$ cat src/hdl/xoodoo_permutation_defines.svh
// Assertion macros for the Xoodoo permutation pipeline.
`ifndef XOODOO_PERMUTATION_DEFINES_SVH
`define XOODOO_PERMUTATION_DEFINES_SVH

// Same-cycle implication, sampled on clk, off during rst.
`define XOODOO_ASSERT_NOW(lbl, ante, cons, msg) \
  lbl: assert property (@(posedge clk) disable iff (rst) (ante) |-> (cons)) \
    else $error(msg);

// Next-cycle implication, sampled on clk, off during rst.
`define XOODOO_ASSERT_NEXT(lbl, ante, cons, msg) \
  lbl: assert property (@(posedge clk) disable iff (rst) (ante) |=> (cons)) \
    else $error(msg);

`endif

$ cat src/hdl/xoodoo_pkg.sv
// Types, round constants and the round function of the Xoodoo permutation.
package xoodoo_pkg;

  localparam int TABLE_LEN = 12;

  typedef logic [31:0] word_t;
  typedef logic [2:0][3:0][31:0] state_t;

  localparam word_t ROUND_CONST [TABLE_LEN] = '{
    32'h0000_0058, 32'h0000_0038, 32'h0000_03C0, 32'h0000_00D0,
    32'h0000_0120, 32'h0000_0014, 32'h0000_0060, 32'h0000_002C,
    32'h0000_0380, 32'h0000_00F0, 32'h0000_01A0, 32'h0000_0012
  };

  function automatic word_t rotl(input word_t v, input int unsigned n);
    return (v << n) | (v >> (32 - n));
  endfunction

  function automatic state_t round_fn(input state_t a_in, input word_t rc);
    state_t a;
    state_t b;
    logic [3:0][31:0] e;
    word_t p;
    a = a_in;
    // theta
    for (int c = 0; c < 4; c++) begin
      p = a[0][(c + 3) & 3] ^ a[1][(c + 3) & 3] ^ a[2][(c + 3) & 3];
      e[c] = rotl(p, 5) ^ rotl(p, 14);
    end
    for (int r = 0; r < 3; r++) begin
      for (int c = 0; c < 4; c++) begin
        a[r][c] = a[r][c] ^ e[c];
      end
    end
    // rho-west
    b = a;
    for (int c = 0; c < 4; c++) begin
      b[1][c] = a[1][(c + 3) & 3];
      b[2][c] = rotl(a[2][c], 11);
    end
    // iota
    b[0][0] = b[0][0] ^ rc;
    // chi
    for (int c = 0; c < 4; c++) begin
      a[0][c] = b[0][c] ^ (~b[1][c] & b[2][c]);
      a[1][c] = b[1][c] ^ (~b[2][c] & b[0][c]);
      a[2][c] = b[2][c] ^ (~b[0][c] & b[1][c]);
    end
    // rho-east
    b[0] = a[0];
    for (int c = 0; c < 4; c++) begin
      b[1][c] = rotl(a[1][c], 1);
      b[2][c] = rotl(a[2][(c + 2) & 3], 8);
    end
    return b;
  endfunction

endpackage

$ cat src/hdl/xoodoo_round_cell.sv
// One pipeline cell: a single Xoodoo round followed by the state register.
module xoodoo_round_cell #(
  parameter logic [31:0] RC = 32'h0000_0058
) (
  input  logic                clk,
  input  logic                rst,
  input  logic                up_valid,
  output logic                up_ready,
  input  xoodoo_pkg::state_t  up_state,
  output logic                dn_valid,
  input  logic                dn_ready,
  output xoodoo_pkg::state_t  dn_state
);
  import xoodoo_pkg::*;

  logic   valid;
  state_t state;

  assign up_ready = !valid || dn_ready;
  assign dn_valid = valid;
  assign dn_state = state;

  always_ff @(posedge clk) begin
    if (rst) begin
      valid <= 1'b0;
    end else if (up_ready) begin
      valid <= up_valid;
    end
  end

  always_ff @(posedge clk) begin
    if (up_ready && up_valid) begin
      state <= round_fn(up_state, RC);
    end
  end
endmodule

$ cat config.mk
export PLATFORM = sky130hd
export DESIGN_NAME = xoodoo_round_cell
export DESIGN_NICKNAME = d
export VERILOG_FILES = /design/src/hdl/xoodoo_permutation_defines.svh /design/src/hdl/xoodoo_pkg.sv /design/src/hdl/xoodoo_round_cell.sv
export SDC_FILE = /design/constraint.sdc
export NUM_CORES = 1
export LEC_CHECK = 0
export BUFFER_PORTS_ARGS = -buffer_cell sky130_fd_sc_hd__buf_2
export CORE_AREA = 2 2 298 300
export DETAILED_ROUTE_END_ITERATION = 8
export DIE_AREA = 0 0 300 302
export PLACE_DENSITY = 0.54
export SLEW_MARGIN = 20
export SYNTH_ARGS = -nofsm -noshare
export SYNTH_HDL_FRONTEND = slang
export SYNTH_SLANG_ARGS = --single-unit
$ cat constraint.sdc
create_clock -name clk -period 12 [get_ports clk]
set_input_delay 0.6 -clock clk [delete_from_list [all_inputs] [get_ports clk]]
set_output_delay 0.6 -clock clk [all_outputs]
set_load 0.02 [all_outputs]
==> reports/results.env, run 1 <==
CLOCK.FMAX_GHz=0.356
SYNTH_AREA_LEADER_CELL='sky130_fd_sc_hd__edfxtp_1'
DETAILROUTE.WIRELENGTH.MET2_MM=58.0
TRACK_USAGE_PCT=24.5
FIN_SETUP_TNS_NS=0
CORE_REGION_AREA_UM2=87600
GRT-OVFL-TOTAL=0
STARTPOINT_TYPE='register'
SEQCELLAREA_UM2=11600
LAYOUT-DRIVE-GT1-SHARE_PCT=39.6
SYNTH.AREA.TOP_CELLS='sky130_fd_sc_hd__edfxtp_1 40%, sky130_fd_sc_hd__xnor3_1 27%, sky130_fd_sc_hd__xnor2_1 8.6%'
M1WIRELENGTH_MM=43.8
CLOCK-SINKS=385
CTSRESIZECOUNT=0
FLOORPLAN.ROWS=109
CTS_MAX_LEVEL=2
SYN_TO_FINAL_GROWTH_PCT=23.9
SETUP_CRIT_END_KIND='register'
TIMING.RR.END='dn_state[216]'
INTERNAL_POWER_mW=4.90
PORT-BUFFER-COUNT=773
HOLD_BUFFERS=0
POSTLAYOUTSETUPSLACKWORST_NS=9.19
IRDROPWORSTVDD_uV=109
ROUTED_VIA_COUNT=17702
TIMING.FINAL.MAX_SLEW_VIOLATIONS=0
WL_PER_CELL_UM=30.7
YOSYS.AREA.TOP_TYPE_SHARE_PCT=39.8
ROUTE.DETAILED.DRC=0
FINALHOLDWORSTSLACK_NS=0.142
SKEW_NS=0.0159
SYNTH.CELL_AREA_UM2=28900
SWITCHING_SHARE_PCT=39.5
POST-LAYOUT-TOTAL-POWER_mW=8.11
PATH_CLASS='reg2reg'
GP_CONGESTION=0.951
GRT_PASS1_WL_MM=150
LEAKAGEPOWER_nW=17.6
DR_WL_MET3_MM=9.17
CTS_INSERTED_BUFFERS=51
HOLDCRITPATHCLASS='in2reg'
DESIGN.DIE.AREA_UM2=90600
MAX_STAGE_DELAY_NS=0.73
PLACE_AREA_UM2=34300
WORST-ENDPOINT-REQUIRED_NS=12.22
CRITICAL_PATH.SLOWEST_CELL='sky130_fd_sc_hd__buf_4'
SYNTH_AREA_PER_CELL_UM2=17.3
YOSYSMOSTFREQUENTCELL='sky130_fd_sc_hd__edfxtp_1'
SYNTH.FF_LATCH_COUNT=385
NETS=2886
POST-PLACE-WS_NS=8.82
POWER-PER-CELL-AREA_nW_PER_UM2=226
WORST_REG_TO_REG_SETUP_SLACK_NS=9.19
N_FILL_CELL=8218
CRIT_END='dn_state[216]'
AVGVIACOUNTPERCELL=4.77
POST_DETAILED_ROUTE_COUNT_OF_ANTENNA_VIOLATING_NETS=0
CLOCK_TREE.BUFFER_DEPTH=3
YOSYSSEQAREASHARE_PCT=39.9
GRT_SETUP_UNREPAIRED='false'
FINALHOLDVIOLCOUNT=0
SYNTH_FLOP_CELL='sky130_fd_sc_hd__edfxtp_1'
SYNTHESIS.YOSYS.WARNINGS=0
CRIT_PATH_START='dn_valid'
POST-ROUTE-UTIL_PCT=41.0
ROUTED_WL_MM=114
SYNTH_NETS=2057
RUN_STATUS='finished clean'
MIN_PERIOD_OVER_PERIOD_PCT=23.4
DP.FINAL_HPWL_MM=96.4
CRITICAL_PATH.CELL_CHAIN='nand2b_1, and2_4, buf_4, buf_12'
INITIAL_ANTENNA_VIOLATION_COUNT=40
CP_DATA_ARRIVAL_TIME_NS=3.03
DIE_BOUNDARY_HEIGHT_UM=302
LATEST_CLOCK_ARRIVAL_WITHIN_THE_WORST_SKEW_PAIR_NS=0.62
FIRST_ITER_VIOLATIONS=1448
ASYNC_FLOP_SHARE_PCT=0
IO-PIN-COUNT=774
POWER.SHARE.COMBINATIONAL_PCT=52.1
HIGHEST_LAYER='met5'
PWR-SHARE-CLK_PCT=17.9
FIN_CRIT_NS=2.81
SHARE_SEQ_OF_TOTAL_POWER_PCT=30.0
SLEW_OF_THE_PIN_WITH_THE_LOWEST_SLEW_MARGIN_NS=1.42
POSTSYNTHCELLCOUNT=1669
TRITONCTS='yes'
DRV_CAP=0
NUMPLACEDINSTANCES=3610
START_UTIL_PCT=33.1
DRT_PRE_ANTENNA_ITERS=5
TOTAL_SWITCHING_POWER_mW=3.20
STDCELL_COUNT=3715
POSTLAYOUTCELLAREA_UM2=35900
R2R_CELLS=4
REPORT.FINAL.SETUP_VIOL=0
PIN_COUNT_OF_THE_BIGGEST_NET_ENTERING_GLOBAL_ROUTING=165
SYNTH_CELL_TYPE_COUNT=19
TIMING.MAX_SLEW.REL_SLACK_PCT=5.39
ROOT_BUFFER='sky130_fd_sc_hd__clkbuf_16'
R2R-START='dn_valid'
CRIT_PATH_MAX_FANOUT=137
FIRST_GLOBAL_VIAS=18128
POST_SYNTH_EDFFS=384
CTS.REPORTEDPATHS.CLKPINSLEW_NS=0.06
POST_CTS_SETUP_BUFFERS=0
CHIPWIDTH_UM=300
MULTI_INPUT_AREA_UM2=17400
SYNTH.CELLS.MOST_FREQUENT='384 x sky130_fd_sc_hd__edfxtp_1, 353 x sky130_fd_sc_hd__xnor3_1, 285 x sky130_fd_sc_hd__xnor2_1'
-- layout by cell type (no fill, tap or decap), types with 7 or more instances in the layout --
cell / count
sky130_fd_sc_hd__buf_2: 773
sky130_fd_sc_hd__xor3_2: 51
sky130_fd_sc_hd__xor3_1: 36
sky130_fd_sc_hd__clkinv_2: 9
sky130_fd_sc_hd__nor2_1: 99
sky130_fd_sc_hd__xor3_4: 7
sky130_fd_sc_hd__nand2_1: 99
sky130_fd_sc_hd__nor2b_1: 73
sky130_fd_sc_hd__diode_2: 17
sky130_fd_sc_hd__xnor3_1: 353
sky130_fd_sc_hd__edfxtp_1: 384
sky130_fd_sc_hd__nor2b_4: 15
sky130_fd_sc_hd__nand2b_4: 21
sky130_fd_sc_hd__xnor3_2: 61
sky130_fd_sc_hd__clkbuf_1: 16
sky130_fd_sc_hd__xnor2_1: 285
sky130_fd_sc_hd__clkbuf_16: 53
sky130_fd_sc_hd__nand2b_1: 78
sky130_fd_sc_hd__xor2_1: 99
-- per-layer routing --
| metal | up-vias | track usage [%] |
|---|---|---|
| li1 | 7651 | - |
| met1 | 8997 | 29.9 |
| met2 | 839 | 43.5 |
| met3 | 165 | 6.00 |
| met4 | 50 | 6.02 |
| met5 | - | 0 |
-- state kept, by name, summed over array words and instances, names as in the netlist --
signal and flops:
dn_state 384, dn_valid 1
-- critical path, delay by kind of cell, from the launching register on --
kind	cells	cell delay, ns
buffers and inverters	2	1.23
AND/OR/NAND/NOR	2	0.52
flip-flops	1	0.31
-- final cells by class --
| class | count | share of cell area, % |
|---|---|---|
| multi-input cells | 1283 | 48.5 |
| flip-flops and latches | 385 | 32.2 |
| repair buffers | 776 | 10.9 |
| well taps | 1165 | 4.06 |
| clock buffers | 69 | 3.86 |
| clock inverters | 19 | 0.338 |
| diodes | 17 | 0.119 |
| inverters | 1 | 0.0105 |
-- worst min path at each step --
stage / endpoint / cells past startpoint / startpoint / slack (ns)
after global routing: dn_valid / 2 / rst / 0.14
final: dn_valid / 2 / rst / 0.14
after global placement: dn_valid / 2 / dn_valid / 0.53
after detailed placement: dn_valid / 2 / dn_valid / 0.52
after floorplan: dn_valid / 1 / rst / 0.67
after CTS: dn_valid / 2 / rst / 0.10
-- logic make-up after synthesis --
family	share of synthesized area (%)
xor gates and xnor gates	52.5
DFF	39.9
buffers and inverters	0.0130
AOI/OAI and AO/OA	0.0173
and+or+nand+nor	7.57
-- power groups by stage --
stage	Clock [mW]	Sequential, mW	Combinational (mW)
6_report	1.45	2.43	4.22
5_1_grt	1.52	2.47	4.46
4_1_cts	1.48	2.44	4.26
3_5_place_dp	0	2.45	4.24
3_3_place_gp	0	2.45	4.17
2_1_floorplan	0	3.04	2.30
No activity file was read; power rests on OpenSTA's default activity.
==> run 2: changes to the inputs <==
- PLACE_DENSITY: 0.54 -> 0.56
- clock period: 12 -> 2.3 ns (I/O delays scaled with it)
==> reports/results.env, run 2 (synthesis results as in run 1) <==
GLOBAL_ROUTE.PEAK_USAGE_LAYER='met2'
FIRST_GLOBAL_VIAS=18365  # +1.3%
IRDROPWORSTVDD_uV=565  # +420%
POST-PLACE-WS_NS=0.150  # -8.67 ns
ROUTED_WL_MM=115  # +1.1%
LATEST_CLOCK_ARRIVAL_WITHIN_THE_WORST_SKEW_PAIR_NS=0.59  # -0.03 ns
CTS_INSERTED_BUFFERS=50  # -2.0%
GR-USAGE-MET2_PCT=43.5  # -0.044 points
CTSRESIZECOUNT=0  # unchanged
RUN_STATUS='finished clean'
CTS_MAX_LEVEL=2  # unchanged
WORST-ENDPOINT-REQUIRED_NS=2.55  # -9.67 ns
GP_CONGESTION=0.978  # +2.9%
LARGEST_REG_FLOPS=384  # unchanged
HOLD_BUFFERS=2  # +2
POST_DETAILED_ROUTE_COUNT_OF_ANTENNA_VIOLATING_NETS=0  # unchanged
CTS.REPORTEDPATHS.CLKPINSLEW_NS=0.06  # about the same
DRT_PRE_ANTENNA_ITERS=5  # unchanged
PORT-BUFFER-COUNT=773  # unchanged
MIN_PERIOD_OVER_PERIOD_PCT=71.1  # +48 points
CLOCK.FMAX_GHz=0.611  # +72%
MOSTFREQUENTLAYOUTCELL='sky130_fd_sc_hd__buf_2'
POST-ROUTE-UTIL_PCT=41.7  # +0.71 points
WL_PER_CELL_UM=30.6  # -0.48%
CRIT_PATH_MAX_FANOUT=36  # -74%
AVGVIACOUNTPERCELL=4.76  # about the same
HOLDCRITPATHCLASS='in2reg'
PIN_COUNT_OF_THE_BIGGEST_NET_ENTERING_GLOBAL_ROUTING=70  # -58%
GRT_SETUP_UNREPAIRED='false'
NETS=2936  # +1.7%
DRV_CAP=0  # unchanged
CLOCK_TREE.BUFFER_DEPTH=3  # unchanged
COMMONEST_CELLS_AFTER_ROUTING_FILL_AND_TAPS_ASIDE='773 x sky130_fd_sc_hd__buf_2, 384 x sky130_fd_sc_hd__edfxtp_1, 353 x sky130_fd_sc_hd__xnor3_1'
TIMING.FINAL.MAX_SLEW_VIOLATIONS=0  # unchanged
POSTLAYOUTSETUPSLACKWORST_NS=0.664  # -8.53 ns
SETUP_CRIT_END_KIND='register'
TRITONCTS='yes'
PATH_CLASS='reg2reg'
POWER-PER-CELL-AREA_nW_PER_UM2=1180  # +420%
GRT-OVFL-TOTAL=0  # unchanged
GRT_UTIL_MET3_PCT=5.95  # -0.043 points
DIE_BOUNDARY_HEIGHT_UM=302  # unchanged
LEAKAGEPOWER_nW=17.9  # +1.9%
ROOT_BUFFER='sky130_fd_sc_hd__clkbuf_16'
SYN_TO_FINAL_GROWTH_PCT=26.1
DP.FINAL_HPWL_MM=98.3  # +1.9%
TRACK_USAGE_PCT=24.7  # +0.18 points
INITIAL_ANTENNA_VIOLATION_COUNT=35  # -13%
CP_DATA_ARRIVAL_TIME_NS=1.89  # -1.14 ns
DESIGN.DIE.AREA_UM2=90600  # unchanged
FINALHOLDVIOLCOUNT=0  # unchanged
POST_CTS_SETUP_BUFFERS=0  # unchanged
SKEW_NS=0.00818  # -0.00774 ns
STARTPOINT_TYPE='register'
ROUTE.DETAILED.DRC=0  # unchanged
FIN_SETUP_TNS_NS=0  # unchanged
START_UTIL_PCT=33.1  # unchanged
LAYOUT-DRIVE-GT1-SHARE_PCT=41.0  # +1.5 points
SLEW_OF_THE_PIN_WITH_THE_LOWEST_SLEW_MARGIN_NS=0.667  # -0.752 ns
REPORT.FINAL.SETUP_VIOL=0  # unchanged
IO-PIN-COUNT=774  # unchanged
FLOORPLAN.ROWS=109  # unchanged
USE_MET1_PCT=30.2  # +0.31 points
CORE_REGION_AREA_UM2=87600  # unchanged
ROUTED_VIA_COUNT=17979  # +1.6%
FIN_CRIT_NS=1.64  # -1.17 ns
GRT_PASS1_WL_MM=150  # +0.53%
TIMING.MAX_SLEW.REL_SLACK_PCT=55.4  # +50 points
CHIPWIDTH_UM=300  # unchanged
FIRST_ITER_VIOLATIONS=1480  # +2.2%
N_FILL_CELL=8144  # -0.90%
CLOCK-SINKS=385  # unchanged
run 2: metrics by stage:
stage                     area [um2]  power [mW]  instances  hold WS (ns)
after floorplan                29000        27.7       1669         0.174
after global placement         34800        34.8       3659         0.258
after detailed placement       34800        35.1       3659         0.271
after CTS                      36400        43.5       3754        0.0785
after global routing           36500        45.0       3763         0.110
final                          36500        43.1       3774         0.117
run 2: routing by layer:
metal | wire length [um] | vias to the layer above
li1 | - | 7769
met1 | 44300 | 9189
met2 | 58200 | 826
met3 | 9450 | 161
met4 | 3220 | 34
met5 | 165 | -
run 2: final cells by class:
cell class              instances  area, um2  share of cell area (%)
inverters                       1       3.75                  0.0103
well taps                    1165       1460                    3.99
flip-flops and latches        385      11600                    31.7
clock inverters                35        358                   0.981
repair buffers                827       4370                    12.0
multi-input cells            1283      17400                    47.7
clock buffers                  58       1300                    3.57
diodes                         20       50.0                   0.137
run 2: worst paths after layout:
path	slack [ns]	end	from	cells after the start
setup / recovery	0.66	dn_state[59]	dn_valid	4
hold reg to reg	0.90	dn_state[359]	dn_valid	3
hold / removal	0.12	dn_state[359]	up_valid	3
setup reg to reg	0.66	dn_state[59]	dn_valid	4
run 2: worst max-delay path: stages, from the launching register on:
cell and delay, ns:
sky130_fd_sc_hd__dfxtp_4 0.35, sky130_fd_sc_hd__nand2b_4 0.07, sky130_fd_sc_hd__and2_4 0.17, sky130_fd_sc_hd__buf_12 0.22, sky130_fd_sc_hd__buf_4 0.41
run 2: where the power goes:
group | internal [mW] | leakage, nW | total (mW) | switching (mW)
clock network | 4.83 | 0.794 | 8.19 | 3.37
logic | 9.71 | 13.4 | 22.2 | 12.5
registers | 11.7 | 3.72 | 12.7 | 0.951
total | 26.3 | 17.9 | 43.1 | 16.9
==> run 3: changes to the inputs <==
- clock period: 2.3 -> 1.5 ns (I/O delays scaled with it)
==> reports/results.env, run 3 (synthesis results as in run 1) <==
RUN_STATUS='finished clean'
ROUTE.DETAILED.DRC=0  # unchanged
CLOCK-SINKS=385  # unchanged
START_UTIL_PCT=33.1  # unchanged
GRT_SETUP_UNREPAIRED='false'
WORST_REG_TO_REG_SETUP_SLACK_NS=0.03  # -0.64 ns
MOSTFREQUENTLAYOUTCELL='sky130_fd_sc_hd__buf_2'
SYN_TO_FINAL_GROWTH_PCT=44.4
GRT_PASS1_WL_MM=162  # +7.9%
POST-ROUTE-UTIL_PCT=47.7  # +6.0 points
CTS_INSERTED_BUFFERS=52  # +4.0%
IO-PIN-COUNT=774  # unchanged
TOTAL_SWITCHING_POWER_mW=27.2  # +62%
STARTPOINT_TYPE='register'
DIE_BOUNDARY_HEIGHT_UM=302  # unchanged
SWITCHING_SHARE_PCT=38.3  # -0.77 points
CORE_REGION_AREA_UM2=87600  # unchanged
ROOT_BUFFER='sky130_fd_sc_hd__clkbuf_16'
CRIT_END='dn_state[125]'
IRDROPWORSTVDD_uV=855  # +51%
DRT_PRE_ANTENNA_ITERS=5  # unchanged
SLEW_OF_THE_PIN_WITH_THE_LOWEST_SLEW_MARGIN_NS=0.483  # -0.184 ns
R2R-START='dn_valid'
R2R_CELLS=4  # unchanged
DP.FINAL_HPWL_MM=104  # +6.2%
INTERNAL_POWER_mW=43.8  # +67%
FIN_SETUP_TNS_NS=0  # unchanged
ROUTED_WL_MM=122  # +5.8%
FINALHOLDVIOLCOUNT=0  # unchanged
TRACK_USAGE_PCT=26.3  # +1.6 points
CLOCK.FMAX_GHz=0.678  # +11%
FIRST_ITER_VIOLATIONS=1383  # -6.6%
HOLDCRITPATHCLASS='in2reg'
GRT-OVFL-TOTAL=0  # unchanged
DRV_CAP=0  # unchanged
N_FILL_CELL=7840  # -3.7%
MIN_PERIOD_OVER_PERIOD_PCT=98.3  # +27 points
ROUTED_VIA_COUNT=19934  # +11%
FIN_CRIT_NS=1.47  # -0.161 ns
CP_DATA_ARRIVAL_TIME_NS=1.77  # -0.12 ns
POST-LAYOUT-TOTAL-POWER_mW=71.1  # +65%
POST_DETAILED_ROUTE_COUNT_OF_ANTENNA_VIOLATING_NETS=0  # unchanged
SHARE_SEQ_OF_TOTAL_POWER_PCT=28.0  # -1.4 points
CRIT_PATH_START='dn_valid'
GP_CONGESTION=0.945  # -3.4%
FINALHOLDWORSTSLACK_NS=0.104  # -0.0134 ns
CHIPWIDTH_UM=300  # unchanged
DESIGN.DIE.AREA_UM2=90600  # unchanged
AVGVIACOUNTPERCELL=4.57  # -4.0%
POWER-PER-CELL-AREA_nW_PER_UM2=1700  # +44%
FIRST_GLOBAL_VIAS=20795  # +13%
PATH_CLASS='reg2reg'
WORST-ENDPOINT-REQUIRED_NS=1.79  # -0.76 ns
TIMING.FINAL.MAX_SLEW_VIOLATIONS=0  # unchanged
PIN_COUNT_OF_THE_BIGGEST_NET_ENTERING_GLOBAL_ROUTING=30  # -57%
CTS_MAX_LEVEL=2  # unchanged
POWER.SHARE.COMBINATIONAL_PCT=54.2  # +2.6 points
INITIAL_ANTENNA_VIOLATION_COUNT=27  # -23%
CRIT_PATH_MAX_FANOUT=14  # -61%
LAYOUT-DRIVE-GT1-SHARE_PCT=53.5  # +12 points
WL_PER_CELL_UM=28.0  # -8.4%
SETUP_CRIT_END_KIND='register'
LARGEST_REG_FLOPS=384  # unchanged
CTSRESIZECOUNT=0  # unchanged
TIMING.MAX_SLEW.REL_SLACK_PCT=67.8  # +12 points
PWR-SHARE-CLK_PCT=17.8  # -1.2 points
NETS=3531  # +20%
SEQCELLAREA_UM2=11600  # unchanged
LATEST_CLOCK_ARRIVAL_WITHIN_THE_WORST_SKEW_PAIR_NS=0.61  # +0.02 ns
LEAKAGEPOWER_nW=21.1  # +18%
MULTI_INPUT_AREA_UM2=17600  # +1.0%
TRITONCTS='yes'
REPORT.FINAL.SETUP_VIOL=0  # unchanged
FLOORPLAN.ROWS=109  # unchanged
CLOCK_TREE.BUFFER_DEPTH=3  # unchanged
TIMING.RR.END='dn_state[125]'
PORT-BUFFER-COUNT=773  # unchanged
COMMONEST_CELLS_AFTER_ROUTING_FILL_AND_TAPS_ASIDE='773 x sky130_fd_sc_hd__buf_2, 585 x sky130_fd_sc_hd__buf_4, 384 x sky130_fd_sc_hd__edfxtp_1'
CTS.REPORTEDPATHS.CLKPINSLEW_NS=0.06  # about the same
SKEW_NS=0.0178  # +0.00959 ns
-- run 3: cell types whose count changed in the layout (fill, tap and decap cells not counted), moves of 9 or more --
cell	before	now
sky130_fd_sc_hd__buf_12	7	60
sky130_fd_sc_hd__buf_4	45	585
sky130_fd_sc_hd__diode_2	20	11
sky130_fd_sc_hd__nand2b_1	77	59
sky130_fd_sc_hd__nand2b_4	22	40
sky130_fd_sc_hd__xnor3_1	353	340
sky130_fd_sc_hd__xnor3_2	61	74
sky130_fd_sc_hd__xor3_1	36	17
sky130_fd_sc_hd__xor3_2	51	70
-- run 3: metal layers --
metal	share of wire (%)	global-route usage, %	routed length [um]	up-vias
met3	6.5	5.27	7920	154
met4	2.3	6.05	2800	34
met2	51	46.5	61900	779
met1	40	33.1	49100	10012
met5	0.17	0	207	-
li1	-	-	-	8955
-- run 3: per-stage QoR --
stage | cells | setup WS, ns | instance area [um2]
floorplan | 1669 | -2.11 | 29100
global placement | 4246 | -0.490 | 40000
detailed placement | 4246 | -0.499 | 40000
CTS | 4342 | 0.0214 | 41700
global route | 4353 | 0.00148 | 41800
finish | 4359 | 0.0258 | 41800
-- run 3: final cells by class --
type / count / area share, %
Timing Repair Buffer: 1420 / 22.7
Inverter: 1 / 0.00898
Clock inverter: 29 / 0.746
Antenna cell: 11 / 0.0659
Sequential cell: 385 / 27.7
Multi-Input combinational cell: 1283 / 42.1
Clock buffer: 65 / 3.28
Tap cell: 1165 / 3.49
-- run 3: repair_timing --
action / 4_1_cts / 5_1_grt
buffers inserted: 0 / 6
endpoints found under the setup margin: 0 / 4
endpoints found under the hold margin: 1 / 0
hold buffers: 2 / 0
-- run 3: worst max-delay path, cell delays in order, from the launching register on --
cell and delay (ns):
sky130_fd_sc_hd__dfxtp_4 0.35, sky130_fd_sc_hd__nand2b_4 0.07, sky130_fd_sc_hd__and2_4 0.28, sky130_fd_sc_hd__buf_12 0.22
sky130_fd_sc_hd__buf_4 0.24
-- run 3: power by group through the flow --
stage	clock [mW]	combinational [mW]	sequential (mW)
after global placement	0	38.1	20.1
after detailed placement	0	38.6	20.1
after floorplan	0	18.7	24.1
final	12.6	38.5	19.9
after global routing	13.3	40.8	20.1
after CTS	12.9	38.9	19.9
-- run 3: how the worst min path moves through the flow --
stage	slack, ns	cells after the start	end	startpoint
floorplan	0.13	1	dn_valid	rst
global placement	0.22	2	dn_valid	rst
detailed placement	0.23	2	dn_valid	rst
CTS	0.07	3	dn_state[258]	up_state[335]
global route	0.10	3	dn_state[274]	up_state[351]
finish	0.10	3	dn_state[209]	up_state[176]
